[src/design/lfbc_pkg.sv]
package lfbc_pkg;

  localparam int SIZE_W = 25;
  localparam int WORD_W = 32;
  localparam int BYTE_W = 8;

  localparam logic [SIZE_W-1:0] MAX_BLOCK_RESET = SIZE_W'(1024 * 1024);
  localparam int QUEUE_DEPTH_DEFAULT = 4;

  typedef enum logic [2:0] {
    KIND_PAYLOAD      = 3'd0,
    KIND_OK           = 3'd1,
    KIND_HDR_MISMATCH = 3'd2,
    KIND_OVERSIZE     = 3'd3,
    KIND_TRL_MISMATCH = 3'd4
  } kind_t;

  typedef enum logic [2:0] {
    PH_HDR1      = 3'd0,
    PH_HDR2      = 3'd1,
    PH_PAY       = 3'd2,
    PH_TRL1      = 3'd3,
    PH_TRL2_GOOD = 3'd4,
    PH_TRL2_BAD  = 3'd5
  } phase_t;

  // One classified transaction travelling from the parser to the output stage.
  typedef struct packed {
    kind_t              kind;
    logic [BYTE_W-1:0]  data;
    logic               last;
    logic [SIZE_W-1:0]  size;
  } item_t;

  // Sizes of 2^25 and above saturate to the all-ones field value.
  function automatic logic [SIZE_W-1:0] clip_size(input logic [WORD_W-1:0] s);
    logic [SIZE_W-1:0] r;
    if (|s[WORD_W-1:SIZE_W]) begin
      r = '1;
    end else begin
      r = s[SIZE_W-1:0];
    end
    return r;
  endfunction

endpackage

[src/design/lfbc_front.sv]
module lfbc_front (
  input  logic                        clk,
  input  logic                        rst,
  input  logic                        in_valid,
  output logic                        in_stall,
  input  logic [lfbc_pkg::BYTE_W-1:0] data_byte,
  input  logic                        restart,
  input  logic [lfbc_pkg::SIZE_W-1:0] max_block_size,
  input  logic                        q_full,
  output logic                        push,
  output lfbc_pkg::item_t             push_item
);
  import lfbc_pkg::*;

  phase_t              phase, phase_next;
  logic [1:0]          byte_in_word, byte_in_word_next;
  logic [WORD_W-1:0]   header_size, header_size_next;
  logic [23:0]         word_accum, word_accum_next;
  logic [SIZE_W-1:0]   bytes_left, bytes_left_next;

  phase_t              ph;
  logic [1:0]          biw;
  logic [23:0]         acc;
  logic [WORD_W-1:0]   word;
  logic [SIZE_W-1:0]   left_dec;
  logic                accept;
  logic                word_done;
  logic                word_match;
  logic                oversize;

  assign in_stall   = q_full;
  assign accept     = in_valid && !q_full;

  // A restart puts the byte at the start of a fresh header.
  assign ph         = restart ? PH_HDR1 : phase;
  assign biw        = restart ? 2'd0 : byte_in_word;
  assign acc        = restart ? 24'd0 : word_accum;
  assign word       = {data_byte, acc};
  assign word_done  = (biw == 2'd3);
  assign word_match = (word == header_size);
  assign oversize   = (header_size > {{(WORD_W-SIZE_W){1'b0}}, max_block_size});
  assign left_dec   = bytes_left - SIZE_W'(1);

  // Next state.
  always_comb begin
    phase_next        = phase;
    byte_in_word_next = byte_in_word;
    header_size_next  = header_size;
    word_accum_next   = word_accum;
    bytes_left_next   = bytes_left;
    if (accept) begin
      phase_next        = ph;
      byte_in_word_next = biw;
      word_accum_next   = acc;
      if (ph == PH_PAY) begin
        bytes_left_next = left_dec;
        if (left_dec == '0) begin
          phase_next        = PH_TRL1;
          byte_in_word_next = 2'd0;
          word_accum_next   = '0;
        end
      end else if (!word_done) begin
        byte_in_word_next = biw + 2'd1;
        case (biw)
          2'd0:    word_accum_next[7:0]   = data_byte;
          2'd1:    word_accum_next[15:8]  = data_byte;
          default: word_accum_next[23:16] = data_byte;
        endcase
      end else begin
        byte_in_word_next = 2'd0;
        word_accum_next   = '0;
        case (ph)
          PH_HDR2: begin
            if (!word_match || oversize) begin
              phase_next = PH_HDR1;
            end else if (header_size == '0) begin
              phase_next = PH_TRL1;
            end else begin
              bytes_left_next = header_size[SIZE_W-1:0];
              phase_next      = PH_PAY;
            end
          end
          PH_TRL1: begin
            phase_next = word_match ? PH_TRL2_GOOD : PH_TRL2_BAD;
          end
          PH_TRL2_GOOD: phase_next = PH_HDR1;
          PH_TRL2_BAD:  phase_next = PH_HDR1;
          default: begin
            // First header word; unused codes behave the same way.
            header_size_next = word;
            phase_next       = PH_HDR2;
          end
        endcase
      end
    end
  end

  // Outputs toward the queue.
  always_comb begin
    push           = 1'b0;
    push_item.kind = KIND_PAYLOAD;
    push_item.data = data_byte;
    push_item.last = (bytes_left <= SIZE_W'(1));
    push_item.size = clip_size(header_size);
    if (accept) begin
      if (ph == PH_PAY) begin
        push = 1'b1;
      end else if (word_done) begin
        case (ph)
          PH_HDR2: begin
            if (!word_match) begin
              push           = 1'b1;
              push_item.kind = KIND_HDR_MISMATCH;
            end else if (oversize) begin
              push           = 1'b1;
              push_item.kind = KIND_OVERSIZE;
            end
          end
          PH_TRL2_GOOD: begin
            push           = 1'b1;
            push_item.kind = word_match ? KIND_OK : KIND_TRL_MISMATCH;
          end
          PH_TRL2_BAD: begin
            push           = 1'b1;
            push_item.kind = KIND_TRL_MISMATCH;
          end
          default: push = 1'b0;
        endcase
      end
    end
  end

  always_ff @(posedge clk) begin
    if (rst) begin
      phase        <= PH_HDR1;
      byte_in_word <= 2'd0;
      header_size  <= '0;
      word_accum   <= '0;
      bytes_left   <= '0;
    end else begin
      phase        <= phase_next;
      byte_in_word <= byte_in_word_next;
      header_size  <= header_size_next;
      word_accum   <= word_accum_next;
      bytes_left   <= bytes_left_next;
    end
  end

  a_pay_has_bytes: assert property (@(posedge clk) disable iff (rst)
    (phase == PH_PAY) |-> (bytes_left != '0))
    else $error("payload phase with no bytes left");

  a_push_needs_accept: assert property (@(posedge clk) disable iff (rst)
    push |-> (in_valid && !q_full))
    else $error("push without an accepted byte");

endmodule

[src/design/lfbc_queue.sv]
module lfbc_queue #(
  parameter int DEPTH = lfbc_pkg::QUEUE_DEPTH_DEFAULT
) (
  input  logic            clk,
  input  logic            rst,
  input  logic            push,
  input  lfbc_pkg::item_t push_item,
  output logic            full,
  input  logic            pop,
  output logic            not_empty,
  output lfbc_pkg::item_t pop_item
);
  import lfbc_pkg::*;

  localparam int AW = (DEPTH > 1) ? $clog2(DEPTH) : 1;
  localparam int CW = $clog2(DEPTH + 1);
  localparam logic [AW-1:0] LAST_IDX = AW'(DEPTH - 1);

  item_t         slots [DEPTH];
  logic [AW-1:0] wr_idx, rd_idx;
  logic [CW-1:0] count;

  assign full      = (count == CW'(DEPTH));
  assign not_empty = (count != '0);
  assign pop_item  = slots[rd_idx];

  always_ff @(posedge clk) begin
    if (push) begin
      slots[wr_idx] <= push_item;
    end
  end

  always_ff @(posedge clk) begin
    if (rst) begin
      wr_idx <= '0;
      rd_idx <= '0;
      count  <= '0;
    end else begin
      if (push) begin
        wr_idx <= (wr_idx == LAST_IDX) ? '0 : wr_idx + AW'(1);
      end
      if (pop) begin
        rd_idx <= (rd_idx == LAST_IDX) ? '0 : rd_idx + AW'(1);
      end
      if (push && !pop) begin
        count <= count + CW'(1);
      end else if (pop && !push) begin
        count <= count - CW'(1);
      end
    end
  end

  a_no_overflow: assert property (@(posedge clk) disable iff (rst)
    push |-> !full)
    else $error("push into a full queue");

  a_no_underflow: assert property (@(posedge clk) disable iff (rst)
    pop |-> not_empty)
    else $error("pop from an empty queue");

endmodule

[src/design/lfbc_back.sv]
module lfbc_back (
  input  logic                        clk,
  input  logic                        rst,
  input  logic                        q_valid,
  input  lfbc_pkg::item_t             q_item,
  output logic                        pop,
  output logic                        out_valid,
  input  logic                        out_stall,
  output logic [2:0]                  kind,
  output logic [lfbc_pkg::BYTE_W-1:0] payload_byte,
  output logic                        last_payload,
  output logic [lfbc_pkg::SIZE_W-1:0] frame_size
);
  import lfbc_pkg::*;

  logic is_payload;

  assign pop        = q_valid && (!out_valid || !out_stall);
  assign is_payload = (q_item.kind == KIND_PAYLOAD);

  always_ff @(posedge clk) begin
    if (rst) begin
      out_valid <= 1'b0;
    end else if (pop) begin
      out_valid <= 1'b1;
    end else if (!out_stall) begin
      out_valid <= 1'b0;
    end
  end

  // Payload transactions carry data and the last flag; status carries the size.
  always_ff @(posedge clk) begin
    if (pop) begin
      kind         <= q_item.kind;
      payload_byte <= is_payload ? q_item.data : '0;
      last_payload <= is_payload ? q_item.last : 1'b0;
      frame_size   <= is_payload ? '0 : q_item.size;
    end
  end

  a_status_clean: assert property (@(posedge clk) disable iff (rst)
    (out_valid && (kind != KIND_PAYLOAD)) |-> (payload_byte == '0 && !last_payload))
    else $error("status transaction with payload fields set");

endmodule

[src/design/length_framed_block_checker_core.sv]
// Each result is written into the queue and from there into the output register.
// Throughput: one byte per cycle; the parser takes a byte each cycle the queue has room,
// and the output stage drains one queued transaction each cycle the sink does not stall.
// Reset (rst, synchronous, active high) returns the parser to the first header byte,
// empties the queue, drops any pending output and sets max_block_size to 1048576.
module length_framed_block_checker_core #(
  parameter int QUEUE_DEPTH = lfbc_pkg::QUEUE_DEPTH_DEFAULT
) (
  input  logic                        clk,
  input  logic                        rst,
  input  logic                        cfg_wr_en,
  input  logic [lfbc_pkg::SIZE_W-1:0] cfg_wr_data,
  input  logic                        in_valid,
  output logic                        in_stall,
  input  logic [lfbc_pkg::BYTE_W-1:0] data_byte,
  input  logic                        restart,
  output logic                        out_valid,
  input  logic                        out_stall,
  output logic [2:0]                  kind,
  output logic [lfbc_pkg::BYTE_W-1:0] payload_byte,
  output logic                        last_payload,
  output logic [lfbc_pkg::SIZE_W-1:0] frame_size
);
  import lfbc_pkg::*;

  // The size limit is held here and fed to the parser for the oversize check.
  logic [SIZE_W-1:0] max_block_size;

  // Parser to queue.
  logic  push;
  item_t push_item;
  logic  q_full;

  // Queue to output stage.
  logic  q_valid;
  item_t q_item;
  logic  pop;

  always_ff @(posedge clk) begin
    if (rst) begin
      max_block_size <= MAX_BLOCK_RESET;
    end else if (cfg_wr_en) begin
      max_block_size <= cfg_wr_data;
    end
  end

  // The front end assembles little-endian size words, checks the header pair and
  // the trailer pair, and counts payload bytes. Every byte that produces a result
  // becomes one queued transaction; header and trailer bytes that complete nothing
  // produce none. It stalls the input only while the queue is full.
  lfbc_front u_front (
    .clk            (clk),
    .rst            (rst),
    .in_valid       (in_valid),
    .in_stall       (in_stall),
    .data_byte      (data_byte),
    .restart        (restart),
    .max_block_size (max_block_size),
    .q_full         (q_full),
    .push           (push),
    .push_item      (push_item)
  );

  // A short queue lets the parser keep consuming bytes while the sink stalls.
  lfbc_queue #(
    .DEPTH (QUEUE_DEPTH)
  ) u_queue (
    .clk       (clk),
    .rst       (rst),
    .push      (push),
    .push_item (push_item),
    .full      (q_full),
    .pop       (pop),
    .not_empty (q_valid),
    .pop_item  (q_item)
  );

  // The back end formats each transaction into the output register, zeroing the
  // fields that do not apply to its kind.
  lfbc_back u_back (
    .clk          (clk),
    .rst          (rst),
    .q_valid      (q_valid),
    .q_item       (q_item),
    .pop          (pop),
    .out_valid    (out_valid),
    .out_stall    (out_stall),
    .kind         (kind),
    .payload_byte (payload_byte),
    .last_payload (last_payload),
    .frame_size   (frame_size)
  );

endmodule
[config.mk]
export PLATFORM = sky130hd
export DESIGN_NAME = length_framed_block_checker_core
export DESIGN_NICKNAME = d
export VERILOG_FILES = /design/src/design/lfbc_pkg.sv /design/src/design/lfbc_front.sv /design/src/design/lfbc_queue.sv /design/src/design/lfbc_back.sv /design/src/design/length_framed_block_checker_core.sv
export SDC_FILE = /design/constraint.sdc
export NUM_CORES = 1
export LEC_CHECK = 0
export ABC_AREA = 1
export BUFFER_PORTS_ARGS = -buffer_cell sky130_fd_sc_hd__buf_2
export CAP_MARGIN = 0
export CORE_MARGIN = 5
export CORE_UTILIZATION = 36
export DETAILED_ROUTE_END_ITERATION = 8
export HOLD_SLACK_MARGIN = 0.08
export PLACE_DENSITY = 0.54
export REMOVE_ABC_BUFFERS = 1
export SLEW_MARGIN = 15
export SYNTH_ARGS = -nofsm -noshare
export SYNTH_HDL_FRONTEND = slang
export SYNTH_SLANG_ARGS = --single-unit
[constraint.sdc]
create_clock -name clk -period 12.3 [get_ports clk]
set_clock_uncertainty 0.2 [all_clocks]
set_input_delay 2.46 -clock clk [delete_from_list [all_inputs] [get_ports clk]]
set_output_delay 2.46 -clock clk [all_outputs]
set_load 0.005 [all_outputs]
Yosys cells after proc, flatten, opt, wreduce, memory -nomap -nowiden
Memory sizes are Yosys's and may differ from the RTL's. A register that Yosys moved wholly into a read port is not among the register bits.
Cells that the tools add are included.
{ "totals": {"ff_bits": 156, "ram_bits": 148, "output_inout_bits": 39, "memories": 1} }
{ "classes": {"n_addsub": 6, "magnitude_cmp": 2, "eq_ne": 14, "n_mux": 48, "bitwise": 2, "reduce_logical": 26} }
{ "memory_table": {"columns": ["name", "depth", "width", "rd", "rd_ports_with_merged_regs", "wr", "line_no", "source"], "rows": [
  ["u_queue.slots", 4, 37, 1, 1, 1, "lfbc_queue.sv:19", "item_t slots [DEPTH];"]
]} }
{ "ops": {"columns": ["cell", "count"], "rows": [
  ["$mux W25", 6],
  ["$mux W24", 4],
  ["$mux W3", 12],
  ["$eq A32 B32 Y1", 1],
  ["$gt A32 B25 Y1", 1],
  ["$logic_not A32 Y1", 1],
  ["$le A25 B1 Y1 const B", 1],
  ["$logic_not A25 Y1", 1],
  ["$sub A25 B1 Y25 const B", 1],
  ["$mux W8", 3],
  ["$mux W2", 9],
  ["$pmux W3 S3", 2],
  ["$mux W1", 11],
  ["$eq A3 B3 Y1 const B", 3],
  ["$reduce_or A7 Y1", 1],
  ["$add A2 B1 Y2 const B", 3],
  ["$eq A2 B2 Y1 const B", 3],
  ["$eq A3 B2 Y1 const B", 2],
  ["$logic_not A1 Y1", 6],
  ["$ne A2 B1 Y1 const B", 3],
  ["$reduce_bool A2 Y1", 3],
  ["$reduce_and A5 Y1", 1],
  ["$logic_and A1 B1 Y1", 4],
  ["$reduce_and A4 Y1", 1],
  ["other kinds (12)", 15]
]} }

Depth between registers and ports, before layout
Gate-level depths: netlist (run 1).
{ "logic_depth": {"depth_word": 11, "depth_mapped": 28} }

Cells and area by module
From an unflattened synthesis (run 1), not the netlist that was laid out.
{ "hier_totals": {"cells_unflattened": 1814, "area_unflattened_um2": 15175.8} }
{ "modules_own_cells": {"columns": ["module", "instances", "cells_each", "area_each_um2", "seq_area_each_um2"], "rows": [
  ["lfbc_front", 1, 1121, 6662.6, 1721.7],
  ["lfbc_queue", 1, 418, 5948.2, 4624.4],
  ["lfbc_back", 1, 117, 1501.4, 1131.1],
  ["length_framed_block_checker_core", 1, 158, 1063.5, 500.5]
]} }

Worst setup path after synthesis (run 1)
OpenSTA, ideal clock, no wires.
{ "synth_timing": {"path_kind": "input port to flip-flop", "start": "input restart", "end": "memory u_queue.slots[0][0] (netlist bit), enable pin", "arrival_ns": 5.184, "path_slack_ns": 6.485, "cell_stages": 16, "path_buffers": 1, "path_cell_list": "inv_4 > buf_6 > nand2_1 > xor2_1 > nor2_1 > nand2_1 > nor2_1 > nand2_1 > nor2_2 > nand2_1 > nand2_1 > nand2_1 > nand2_1 > nand2_1 > nand2_1 > nor2_1"} }
{ "synth_between": {"elab_chain_len": 9} }
{ "synth_rtl": {"columns": ["element", "line_no", "source"], "rows": [
  ["start, declared", "length_framed_block_checker_core.sv:16", "input logic restart,"],
  ["$mux W24 / $mux W3 (equally long branches)", "lfbc_front.sv:37, lfbc_front.sv:35", null],
  ["$eq A32 B32 Y1 / $eq A3 B3 Y1 (equally long branches)", "lfbc_front.sv:40, lfbc_front.sv:109", null],
  ["$mux W1 / $reduce_or A2 Y1 (equally long branches)", null, null],
  ["$pmux W1 S2", "lfbc_front.sv:109", "case (ph)"],
  ["$mux W1", "lfbc_front.sv:108", "end else if (word_done) begin"],
  ["$mux W1 (*)", "lfbc_front.sv:106", "if (ph == PH_PAY) begin"],
  ["$mux W1 (*)", "lfbc_front.sv:105", "if (accept) begin"],
  ["$mux W1 (*)", "lfbc_queue.sv:28", "if (push) begin"],
  ["$mux W1 (not written as such) (*)", "lfbc_queue.sv:29", "slots[wr_idx] <= push_item;"],
  ["end, declared", "lfbc_queue.sv:19", null]
]} }
Mark *: on every way between the ends. The rest lies on a longest branch, timed or not.

Final worst setup path (run 1)
{ "layout_timing": {"start": "input restart", "end": "register u_front.header_size[18]"} }
{ "layout_between": {"elab_chain_len": 5} }
{ "layout_rtl": {"columns": ["element", "line_no", "source"], "rows": [
  ["$mux W3", "lfbc_front.sv:35", "assign ph = restart ? PH_HDR1 : phase;"],
  ["$eq A3 B2 Y1 (tied with other cells)", "lfbc_front.sv:72", "case (ph)"],
  ["$reduce_or A4 Y1 (no line)", null, null],
  ["$not A1 Y1 (no line)", null, null],
  ["$reduce_and A4 Y1 (no line)", null, null],
  ["end signal, assigned", "lfbc_front.sv:143", "header_size <= header_size_next;"],
  ["end, declared", "lfbc_front.sv:17", "logic [WORD_W-1:0] header_size, header_size_next;"]
]} }
Several ways; a longest one is shown, not always the timed one.
A chain may end at the register's enable or synchronous reset.

==> summary.md, run 1 <==
The tools report the number of antenna violations at the first check in global routing as 0. At the end of the flow the core is filled with cells to 41.5%. For the clock tree buffer depth, the log shows 3. Following the worst setup path forward leads to its endpoint at u_front.header_size[18]$_SDFFE_PP0P_.

The logs give 0.872 for the routability-driven placement congestion ratio and 6.40 ns for the critical path data arrival time. In the final layout, flip-flops and latches occupy 7980 um^2. Counting flops and latches in the post-synthesis netlist gives 306. The number of vias in the routed layout was 11116; the count of final max-slew check failures was 0. After synthesis, the cell types taking the most area are edfxtp_1, dfxtp_1, nand2_1. The logs give 78 for the top-level I/O count and 5330 um^2 for the area of the multi-input gates.

The die is 209 um wide. The tools report the element type at the critical path start as a primary input. The part of the Yosys area used for sequential elements was 56.0%. The number of cells upsized or downsized after cts is 0, and the setup slack on the worst flop-to-flop path is 7.80 ns. The logic depth of the worst path, buffers included was 11. The total CTS buffers is 36. The die is 209 um tall.

The number of enable-type register cells in the synthesized netlist came out at 185. After clock tree synthesis, the clock-pin slew on the worst setup and hold paths is 0.06 ns. In this run the worst path has a maximum fanout of 46. The count of H-tree levels built during CTS was 2. In the final design database the tool counted 1743 nets.

Across every metal layer, demand over resource in global routing totals 16.9%. Clock latency on the worst-skew pair, taken at its later pin, is 0.52 ns. The run gives 16200 um^2 as the area of all placed cells without fillers. The cell area that synthesis handed to floorplanning was 14200 um^2. After floorplanning, the core was divided into 72 placement rows. The worst path needs 6.22 ns of the cycle, external delays included.

Power spread over the standard cell area amounts to 188 nW/um^2. The number of hold buffers added after CTS was 0. Largest net degree at the start of global routing: 92.

At the pin with the least slew margin, the transition time is 1.14 ns. Compared with the post-synthesis result, the final layout area differs by 13.5%. Summed over all instances, the cell type with the most area after synthesis is edfxtp_1. The critical path is of the in -> reg type. In this design, the largest share of critical-path delay is due to simple AND/OR/NAND/NOR gates. The reg-to-reg endpoint was u_front.header_size[18]$_SDFFE_PP0P_.

Setup repair after global routing left no endpoint under its margin. The post-placement cell count is 2147, and the total power consumption of the routed design is 3040 uW. 0 antenna diodes ended up in the layout.

The run gives 39 as the number of library cell types mapped by synthesis. The post-route fraction of the period consumed by the critical path was 50.6%. Once detail routing completed, the nets flagged for antenna violations numbered 0.

In this run the critical register-to-register path is launched from u_front.phase[2]$_SDFFE_PP0P_. Walking the worst path, the cells encountered are buf_2 > nor2_1 > nor2_1 > nand2_1 > inv_1 > nor2_1 > nand2_1 > nor2_4 > inv_2 > o21ai_0 > a21oi_1. The tools report the detailed placer's ending HPWL as 24100 um.

The largest single stage delay on the critical path is 0.81 ns. The maximum frequency from static timing analysis is 161 MHz. Summed over all failing endpoints, the final setup total negative slack is 0 ns.

Dividing the detail-routed wire length by the instance count gives 17.0 um. The core region is 38900 um^2. The most numerous cell type found on the critical path is nor2_1. Count of yosys warnings during synthesis: 0. Together, buffers and inverters on the worst path number 3.

The logs give 0 for the count of buffers added by post-CTS timing repair for setup and 0 for the max-capacitance violation count. The run gives 0 as the number of endpoints with negative hold slack in the final report. Once the floorplan was initialized, standard cells occupied 36.6% of the core.

The run finished with clean final reports. The worst-case IR drop observed on VDD is 71.9 uV. TritonCTS built the clock tree. The count of buffers inserted at the top-level ports came out at 77. The root buffer cell chosen for the clock tree is clkbuf_16.

For the worst setup path, the data required time is 12.48 ns. The finished layout holds 2212 standard cells, fillers aside. For this run the aggregate overflow at the end of global routing stands at 0. For the number of global-route vias before repair, the log shows 10818. In the synthesized netlist, the number of instances is 1619. The top-area cell type share of the netlist area is 39.0%. The tools report the beginning of the critical path as restart. The average instance in the mapped netlist occupies 8.80 um^2. Standard cell with the maximum stage delay on the critical path: inv_1. The share of async-settable or async-resettable flops after synthesis is 0%, and the normalized max-slew margin is 23.9%. Counting cells, the worst reg-to-reg path comes to 11. The most used flip-flop cell after synthesis is edfxtp_1. The number of setup violations in the final report is 0. The placed instance area is 15100 um^2. The floorplan step defined a die boundary enclosing 43600 um^2. For this block, the routed nets add up to 37600 um of wire. The number of vias per cell was 5.03. In this run, the number of DRC markers left after iteration 0 of detailed routing was 674. For the global-route wire length before repair, the log shows 59900 um. Clock tree synthesis found a total of 306 sinks.

The path class of the tightest hold or removal check is reg -> reg. The analysis attributes to cell leakage a power of 0.00671 uW. The number of DRC violations after detailed routing came out at 0. STA classifies the critical path endpoint as a flop. Fill cells in the final layout number 3912. The share of layout cells above drive strength 1 was 9.80%; the number of detailed-routing iterations run before antenna repair was 6.
## per-stage QoR
stage	hold WS, ns	worst slack, ns
global placement	0.255	5.83
detailed placement	0.260	5.68
global route	0.285	5.57
finish	0.263	6.08
floorplan	0.238	5.21
CTS	0.267	6.20
## cells in the final DEF, fill, tap and decap left out, types with 2 or more instances in the layout
cell type,n
buf_2,77
buf_4,13
o21ai_0,202
clkinv_2,6
or2_2,2
a31oi_1,3
clkinv_1,8
nor3_1,9
ha_1,36
xor2_1,32
nor2_2,4
inv_2,7
nor4_1,3
clkbuf_16,36
inv_1,153
dfxtp_1,120
nand2_1,288
nand3_1,50
o22ai_1,28
edfxtp_1,185
nand4_1,25
nor2_4,6
clkbuf_1,11
nand2_2,2
clkbuf_8,4
a221oi_1,2
xnor2_1,8
nor2_1,200
a21oi_1,158
## layer usage
metal	global-route usage [%]	wire length (um)	up-vias
met5	0	0	-
li1	-	-	5551
met1	23.0	17400	5247
met4	5.09	979	0
met2	28.3	17600	260
met3	2.28	1700	58
## worst register-to-register path, cell delays in order (launching register included)
cell	delay (ns)
dfxtp_1	0.31
inv_1	0.07
nor2_1	0.20
nor2_1	0.07
nand2_1	0.75
inv_1	0.81
nor2_1	0.34
nand2_1	0.18
nor2_4	0.76
inv_2	0.36
o21ai_0	0.25
a21oi_1	0.06
## Yosys cell counts (all sizes together) (2+ instances only)
cell and count:
o22ai 28, buf 12, xnor2 8, or2 3, o21ai 202, a31oi 3, ha 36, edfxtp 185
nor4 3, inv 162, nor3 9, a221oi 2, nand3 51, clkbuf 68, dfxtp 121, nor2 210
a21oi 158, nand2 291, xor2 32, nand4 25, clkinv 3
## logic make-up (layout without fill, tap and decap cells)
logic type	after synthesis	in the layout	share of synthesized area, %
adder cells (fa/ha/maj)	37	37	3.30
flip-flops	306	306	56.0
XOR/XNOR	40	40	2.46
AO/OA/AOI/OAI	397	397	14.4
buffers and inverters	245	320	6.84
AND/OR/NAND/NOR	594	594	17.0
## worst min-delay path by stage
stage,startpoint,end,slack (ns),cells after the start
after floorplan,max_block_size[17]$_SDFFE_PP0P_,max_block_size[17]$_SDFFE_PP0P_,0.24,2
after global placement,max_block_size[5]$_SDFFE_PP0P_,max_block_size[5]$_SDFFE_PP0P_,0.26,2
after detailed placement,max_block_size[12]$_SDFFE_PP0P_,max_block_size[12]$_SDFFE_PP0P_,0.26,2
after CTS,max_block_size[12]$_SDFFE_PP0P_,max_block_size[12]$_SDFFE_PP0P_,0.27,2
after global routing,u_front.phase[0]$_SDFFE_PP0P_,u_front.phase[0]$_SDFFE_PP0P_,0.28,2
final,max_block_size[15]$_SDFFE_PP0P_,max_block_size[15]$_SDFFE_PP0P_,0.26,2
## layout make-up
class	instances	area share, %
multi-input combinational	1068	33.0
clock buffer	51	6.17
sequential	306	49.4
timing repair buffer	90	2.99
tap	518	4.01
clock inverter	14	0.666
inverter	165	3.85
## power breakdown
group          switching, uW  internal, uW  total (uW)
registers               41.8          1250        1290
logic                    512           234         745
clock network            413           587        1000
## state kept, by name (all words and copies together) (netlist names), named ones only
register / count
u_front.byte_in_word: 2
u_front.phase: 3
u_back.last_payload: 1
u_front.bytes_left: 25
u_back.out_valid: 1
u_back.frame_size: 25
u_front.word_accum: 24
u_queue.rd_idx: 2
u_queue.count: 3
u_queue.wr_idx: 2
u_back.kind: 3
max_block_size: 25
u_queue.slots: 148
u_back.payload_byte: 8
u_front.header_size: 32
Power figures use the tool's default switching activity.
==> run 2, diff against run 1 <==
==> constraint.sdc (replaced) <==
create_clock -name clk -period 6.47 [get_ports clk]
set_clock_uncertainty 0.2 [all_clocks]
set_input_delay 1.294 -clock clk [delete_from_list [all_inputs] [get_ports clk]]
set_output_delay 1.294 -clock clk [all_outputs]
set_load 0.005 [all_outputs]
==> run 2 against run 1 <==
  * Combinational power is 89% higher
  * Highest routed layer unchanged
  * Global-route usage decreased by 0.13 points
  * Clock power up 110%
  * Setup slack lost 4.0 ns
==> summary.md, run 2 (synthesized netlist as in run 1, its figures left out) <==
The flow ran to the end, and the final reports show no timing, DRC or antenna violations. The wire length after detailed routing was 37300 um (was 37600 um). The kind of capture point of the worst setup path is a flop (unchanged). The tools report the post-layout worst setup margin as 2.09 ns (was 6.08 ns).

The number of sinks handled by clock tree synthesis came out at 306 (unchanged). The tools report the setup slack on the worst flop-to-flop path as 2.70 ns (was 7.80 ns). The most heavily used metal layer in global routing is met2 (unchanged). The run gives 3 (unchanged) as the clock tree buffer depth. Dividing the final minimum period by the clock period gives 67.8%.

The slew at the pin with the worst max-slew slack was 0.854 ns (was 1.14 ns); the total negative setup slack was 0 ns (unchanged). For the placement row count, the log shows 72 (unchanged). Most frequent cells in the layout: nand2_1, o21ai_0, nor2_1 (unchanged). The area added between synthesis and finish is 14.4% (was 13.5%), and the post-place setup slack is 1.56 ns (was 5.68 ns). The standard cell core area was 38900 um^2 (unchanged); the share of layout cells above drive strength 1 was 10.0% (was 9.80%). Standard cell with the maximum stage delay on the critical path: fa_1 (was inv_1). The count of routing violations after the opening detailed-route iteration was 739 (was 674).

The number of DRC violations after detailed routing was 0 (unchanged). For the finished layout, the period the worst path requires is 4.38 ns. Sequence of cells on the critical path: buf_2 > inv_4 > nand2_1 > nand2_1 > nand2_1 > a21oi_1 > nand2_1 > nor2_1 > nand2_1 > nor2_2 > nand2_1 > nand2_1 > nand2_1 > nand2_1 > nand2_1 > nand2_1 > inv_1 > ha_1 > inv_1 > fa_1 > o21ai_0 > nor2_1 (was buf_2 > nor2_1 > nor2_1 > nand2_1 > inv_1 > nor2_1 > nand2_1 > nor2_4 > inv_2 > o21ai_0 > a21oi_1). The effective utilization at floorplan is 36.6% (unchanged).

The floorplan die width was 209 um (unchanged). The power density relative to cell area works out to 365 nW/um^2 (was 188 nW/um^2). Count of H-tree levels built during CTS: 2 (unchanged). Met3 global-route usage: 3.10% (was 2.28%). The normalized max-slew margin was 43.0% (was 23.9%); the maximum cell stage delay along the critical path was 0.41 ns (was 0.81 ns). The filler cell count in the final layout was 3869 (was 3912); the count of final max-slew check failures was 0 (unchanged). Element type at the critical path start: a primary input (unchanged). The routability-driven placement congestion ratio is 0.861 (was 0.872), and the number of vias per cell is 5.01 (was 5.03). Static timing analysis puts the maximum clock frequency at 228 MHz. The count of buffers added by post-CTS timing repair for setup was 0 (unchanged).

The number of cells upsized or downsized after cts is 0 (unchanged), and the max-capacitance violation count is 0 (unchanged). For the area of the multi-input gates, the log shows 5330 um^2 (about the same). TritonCTS built the clock tree.

For the number of buffers added to fix hold violations after cts, the log shows 0 (unchanged). The data required time of the critical path came out at 6.68 ns (was 12.48 ns). The number of diodes was 0 (unchanged); the largest net degree at the start of global routing was 92 (unchanged). The run gives 0 (unchanged) as the number of antenna violations at the first check in global routing. The tools report the total CTS buffers as 35 (was 36).

The total routing usage reported by global routing is 16.8% (was 16.9%). The most frequent cell on the critical path was nand2_1 (was nor2_1). The chip height came out at 209 um (unchanged).

The class of the most critical setup path was in -> reg (unchanged). The count of buffers inserted at the top-level ports works out to 77 (unchanged). The kind of path behind the tightest hold check is reg -> reg (unchanged). Setup repair after global routing left no endpoint under its margin.

The leakage power of the design was 0.00678 uW (was 0.00671 uW); the clock latency at the later pin of the worst-skew pair was 0.53 ns (was 0.52 ns). The average wire per standard cell was 16.8 um (was 17.0 um). For the top-level I/O count, the log shows 78 (unchanged). The tools report the total congestion overflow as 0 (unchanged). The largest driver fanout on the critical path came out at 37 (was 46).

The run gives 24900 um (was 24100 um) as the detailed placer's ending HPWL. The critical path data arrival time is 4.60 ns (was 6.40 ns), and the CTS clock-pin slew for the worst setup and hold paths is 0.06 ns (about the same). The number of vias in the routed layout is 11097 (was 11116), and the number of global-route vias before repair is 10746 (was 10818).

The tools report the met2 usage in global routing as 28.0% (was 28.3%). The number of endpoints with negative hold slack in the final report came out at 0 (unchanged). The run gives 59500 um (was 59900 um) as the global-route wire length before repair. The clock root buffer was clkbuf_16 (unchanged). The area enclosed by the die boundary came out at 43600 um^2 (unchanged). The count of buffer and inverter cells on the critical path is 4 (was 3). The final-stage net count is 1746 (was 1743). The area taken by flip-flops and latches is 7980 um^2 (unchanged), and the number of setup violations in the final report is 0 (unchanged).

The run gives 0 (unchanged) as the post-detailed-route count of antenna-violating nets. The global routing usage on met1 was 22.3% (was 23.0%). Register bank with the most flops: u_queue.slots (unchanged).

Family with the most delay on the worst path: simple AND/OR/NAND/NOR gates (unchanged). The maximum VDD drop was 165 uV (was 71.9 uV); the number of detailed-routing iterations run before antenna repair was 5 (was 6). Most common library cell in the layout ignoring fill and taps: nand2_1 (unchanged). Biggest registers after layout: u_queue.slots (148), u_front.header_size (32) (unchanged). Number of flip-flops in the largest register: 148 (unchanged).
-- run 2: cell count changes in the layout (fill, tap and decap cells not counted), moves of 2 or more --
cell,delta
bufinv_16,+5
buf_4,+4
clkbuf_1,-3
clkbuf_8,-2
clkinv_2,-2
-- run 2: final cells by class --
class / count / area share (%)
clock buffer: 46 / 5.88
clock inverter: 17 / 1.50
inverter: 165 / 3.82
multi-input combinational: 1068 / 32.7
sequential: 306 / 49.0
tap: 518 / 3.98
timing repair buffer: 94 / 3.15
-- run 2: final timing paths --
kind                                           to  cells after the start                                 from
setup / recovery    u_queue.count[1]$_SDFFE_PP0P_                     22                              restart
hold / removal    max_block_size[10]$_SDFFE_PP0P_                      2      max_block_size[10]$_SDFFE_PP0P_
setup reg to reg    u_queue.slots[3][5]$_DFFE_PP_                     22  u_front.header_size[0]$_SDFFE_PP0P_
hold reg to reg   max_block_size[10]$_SDFFE_PP0P_                      2      max_block_size[10]$_SDFFE_PP0P_
-- run 2: per-stage QoR --
stage	hold WS, ns	instances	power, uW	area (um^2)	utilization, %
4_1_cts	0.272	2214	6040	16300	41.9
6_report	0.267	2214	5940	16300	41.9
3_3_place_gp	0.252	2151	3940	15100	38.8
5_1_grt	0.292	2214	6320	16300	41.9
2_1_floorplan	0.238	1539	3380	13900	-
3_5_place_dp	0.264	2151	3960	15100	38.8
-- run 2: where the power goes --
part / internal (uW) / leakage, uW / switching, uW
sequential: 2380 / 0.00272 / 82.3
clock: 1290 / 0.000587 / 783
combinational: 445 / 0.00347 / 966
-- run 2: layer usage --
layer / vias to the layer above / share of wire, %
li1: 5556 / -
met1: 5156 / 45
met2: 315 / 46
met3: 70 / 5.8
met4: 0 / 3.0
met5: - / 0
-- run 2: worst min-delay path: cells and delay by family (launching register included) --
family	cells	cell delay, ns
AO/OA/AOI/OAI	1	0.06
flip-flops	1	0.29
buffers and inverters	1	0.07
==> run 3, diff against run 2 <==
==> constraint.sdc (replaced) <==
create_clock -name clk -period 4.1 [get_ports clk]
set_clock_uncertainty 0.2 [all_clocks]
set_input_delay 0.82 -clock clk [delete_from_list [all_inputs] [get_ports clk]]
set_output_delay 0.82 -clock clk [all_outputs]
set_load 0.005 [all_outputs]
==> run 3 against run 2 <==
  * Global-route usage grew 0.43 points
  * Power grew 60%
  * Via count grew 1.4%
  * Critical endpoint is now u_queue.count[2]$_SDFFE_PP0P_
  * Count of clock-buffer cells in the layout grew 3
  * Critical path depth is the same
  * First-iteration DRC count shrank 5.8%
  * Wire length grew 2.2%
  * Die area is the same
==> summary.md, run 3 (synthesized netlist as in run 1, its figures left out) <==
Wire length after detailed routing: 38100 um (was 37300 um). The global-route wire length before repair was 60300 um (was 59500 um). The total congestion overflow came out at 0 (unchanged). The class of the most critical setup path is reg -> reg (was in -> reg). The clock root buffer is clkbuf_16 (unchanged).

The critical path data arrival time is 3.68 ns (was 4.60 ns), and the met2 usage in global routing is 27.9% (was 28.0%). The number of flip-flops in the largest register is 148 (unchanged). Biggest registers after layout: u_queue.slots (148), u_front.header_size (32) (unchanged). The tools report the area of the multi-input gates as 5330 um^2 (unchanged).

The final-stage net count was 1770 (was 1746); the power density relative to cell area was 572 nW/um^2 (was 365 nW/um^2). For the leakage power of the design, the log shows 0.00694 uW (was 0.00678 uW). The area added between synthesis and finish works out to 16.5% (was 14.4%).

The number of global-route vias before repair is 10713 (was 10746), and the share of layout cells above drive strength 1 is 11.6% (was 10.0%). The clock latency at the later pin of the worst-skew pair was 0.55 ns (was 0.53 ns). The chip height works out to 209 um (unchanged). The count of H-tree levels built during CTS was 2 (unchanged); the number of diodes was 0 (unchanged).

The count of buffers inserted at the top-level ports is 77 (unchanged), and the post-route fraction of the period consumed by the critical path is 84.5%. The count of buffers added by post-CTS timing repair for setup is 0 (unchanged), and the number of buffers added to fix hold violations after cts is 0 (unchanged). For the total negative setup slack, the log shows 0 ns (unchanged).

The slew at the pin with the worst max-slew slack is 1.02 ns (was 0.854 ns), and the number of sinks handled by clock tree synthesis is 306 (unchanged). The tools report the maximum frequency from static timing analysis as 289 MHz. The run finished with clean final reports.

The total CTS buffers is 35 (unchanged), and the number of antenna violations at the first check in global routing is 0 (unchanged). Floorplan die width: 209 um (unchanged). The worst hold margin was 0.267 ns (about the same); the largest driver fanout on the critical path was 5 (was 37). The max-capacitance violation count was 0 (unchanged); the number of endpoints with negative hold slack in the final report was 0 (unchanged). The effective utilization at floorplan is 36.6% (unchanged). The run gives 43600 um^2 (unchanged) as the area enclosed by the die boundary. The data required time of the critical path is 4.32 ns (was 6.68 ns), and the number of detailed-routing iterations run before antenna repair is 6 (was 5). Number of cells upsized or downsized after cts: 0 (unchanged). The area of all placed cells without fillers came out at 16600 um^2 (was 16300 um^2). The top-level I/O count was 78 (unchanged). Kind of capture point of the worst setup path: a flop (unchanged). The average wire per standard cell is 17.0 um (was 16.8 um), and the routability-driven placement congestion ratio is 0.856 (was 0.861). Most common library cell in the layout ignoring fill and taps: nand2_1 (unchanged).

The clock tree buffer depth was 3 (unchanged). The tools report the global routing usage on met1 as 23.1% (was 22.3%). Element type at the critical path start: a flop (was a primary input). The placed instance area came out at 15300 um^2 (was 15100 um^2).

The met3 global-route usage is 3.28% (was 3.10%), and the number of DRC violations after detailed routing is 0 (unchanged). The tools report the maximum VDD drop as 274 uV (was 165 uV). The CTS clock-pin slew for the worst setup and hold paths is 0.07 ns (was 0.06 ns), and the count of final max-slew check failures is 0 (unchanged). The number of vias per cell came out at 5.03 (was 5.01). TritonCTS built the clock tree.

Post-detailed-route count of antenna-violating nets: 0 (unchanged). The run gives 72 (unchanged) as the placement row count. The area taken by flip-flops and latches was 7980 um^2 (unchanged).

Setup repair after global routing left no endpoint under its margin. The number of setup violations in the final report came out at 0 (unchanged). Count of routing violations after the opening detailed-route iteration: 696 (was 739). The register bank with the most flops was u_queue.slots (unchanged).

Standard cell core area: 38900 um^2 (unchanged). The most heavily used metal layer in global routing is met2 (unchanged). Kind of path behind the tightest hold check: reg -> reg (unchanged). The logs give 3912 (was 3869) for the filler cell count in the final layout and 67 (was 92) for the largest net degree at the start of global routing. The detailed placer's ending HPWL came out at 25100 um (was 24900 um).

Most frequent cells in the layout: nand2_1, o21ai_0, nor2_1 (unchanged). The run gives 11254 (was 11097) as the number of vias in the routed layout. Counting I/O delays and the setup requirement, the final critical path takes 3.46 ns.

The run gives 42.6% (was 41.9%) as the fraction of the core area covered by cells at the end of the flow. The run gives 17.2% (was 16.8%) as the total routing usage reported by global routing. The tools report the normalized max-slew margin as 31.3% (was 43.0%).
run 3: changes by cell type in the layout (fill, tap and decap cells not counted):
cell / previous run / this run
clkbuf_8: 2 / 3
inv_2: 8 / 7
bufinv_16: 6 / 5
inv_4: 1 / 2
clkinv_1: 8 / 4
buf_4: 17 / 35
inv_6: 1 / 2
buf_12: 0 / 6
clkinv_2: 4 / 6
clkbuf_16: 36 / 38
run 3: report_power, final:
part	switching [uW]	internal, uW	total (uW)	leakage (uW)
registers	148	3760	3900	0.00272
logic	1510	717	2220	0.00360
clock network	1280	2070	3350	0.000614
total	2940	6550	9480	0.00694
run 3: per-layer routing:
metal | share of wire [%] | routed length [um]
met5 | 0 | 0
met4 | 3.0 | 1120
met3 | 5.9 | 2260
met2 | 46 | 17400
met1 | 45 | 17200
run 3: layout make-up:
cell class / count / share of cell area, %
sequential: 306 / 48.1
multi-input combinational: 1068 / 32.1
clock buffer: 49 / 6.16
timing repair buffer: 118 / 4.63
tap: 518 / 3.91
inverter: 165 / 3.75
clock inverter: 15 / 1.33
run 3: through the flow:
stage               setup WS [ns]  instances  power (uW)
floorplan                   -1.35       1539        5340
global placement            0.263       2175        6230
detailed placement          0.219       2175        6250
CTS                         0.666       2239        9620
global route                0.197       2239       10100
finish                      0.636       2239        9480
run 3: path summary, 6_finish.rpt:
kind | startpoint | to | slack (ns) | depth (start not counted)
max | u_front.header_size[23]$_SDFFE_PP0P_ | u_queue.count[2]$_SDFFE_PP0P_ | 0.64 | 22
min reg2reg | max_block_size[13]$_SDFFE_PP0P_ | max_block_size[13]$_SDFFE_PP0P_ | 0.27 | 2
max reg2reg | u_front.header_size[23]$_SDFFE_PP0P_ | u_queue.count[2]$_SDFFE_PP0P_ | 0.64 | 22
min | max_block_size[13]$_SDFFE_PP0P_ | max_block_size[13]$_SDFFE_PP0P_ | 0.27 | 2
run 3: critical path, cell delays in order, from the launching register on:
cell and delay, ns:
dfxtp_1 0.38, ha_1 0.31, nand2_1 0.07, nor2_1 0.15, nand4_1 0.12, nor2_1 0.14, nand2_1 0.07, nand2_1 0.22
nand2_1 0.08, nand2_1 0.10, nand2_1 0.08, nand2_1 0.07, nand2_1 0.06, nand2_1 0.09, nand2_1 0.07, inv_1 0.06
ha_1 0.14, inv_1 0.07, fa_1 0.37, a21oi_1 0.15, o21ai_0 0.13, o21ai_0 0.17, a21oi_1 0.05
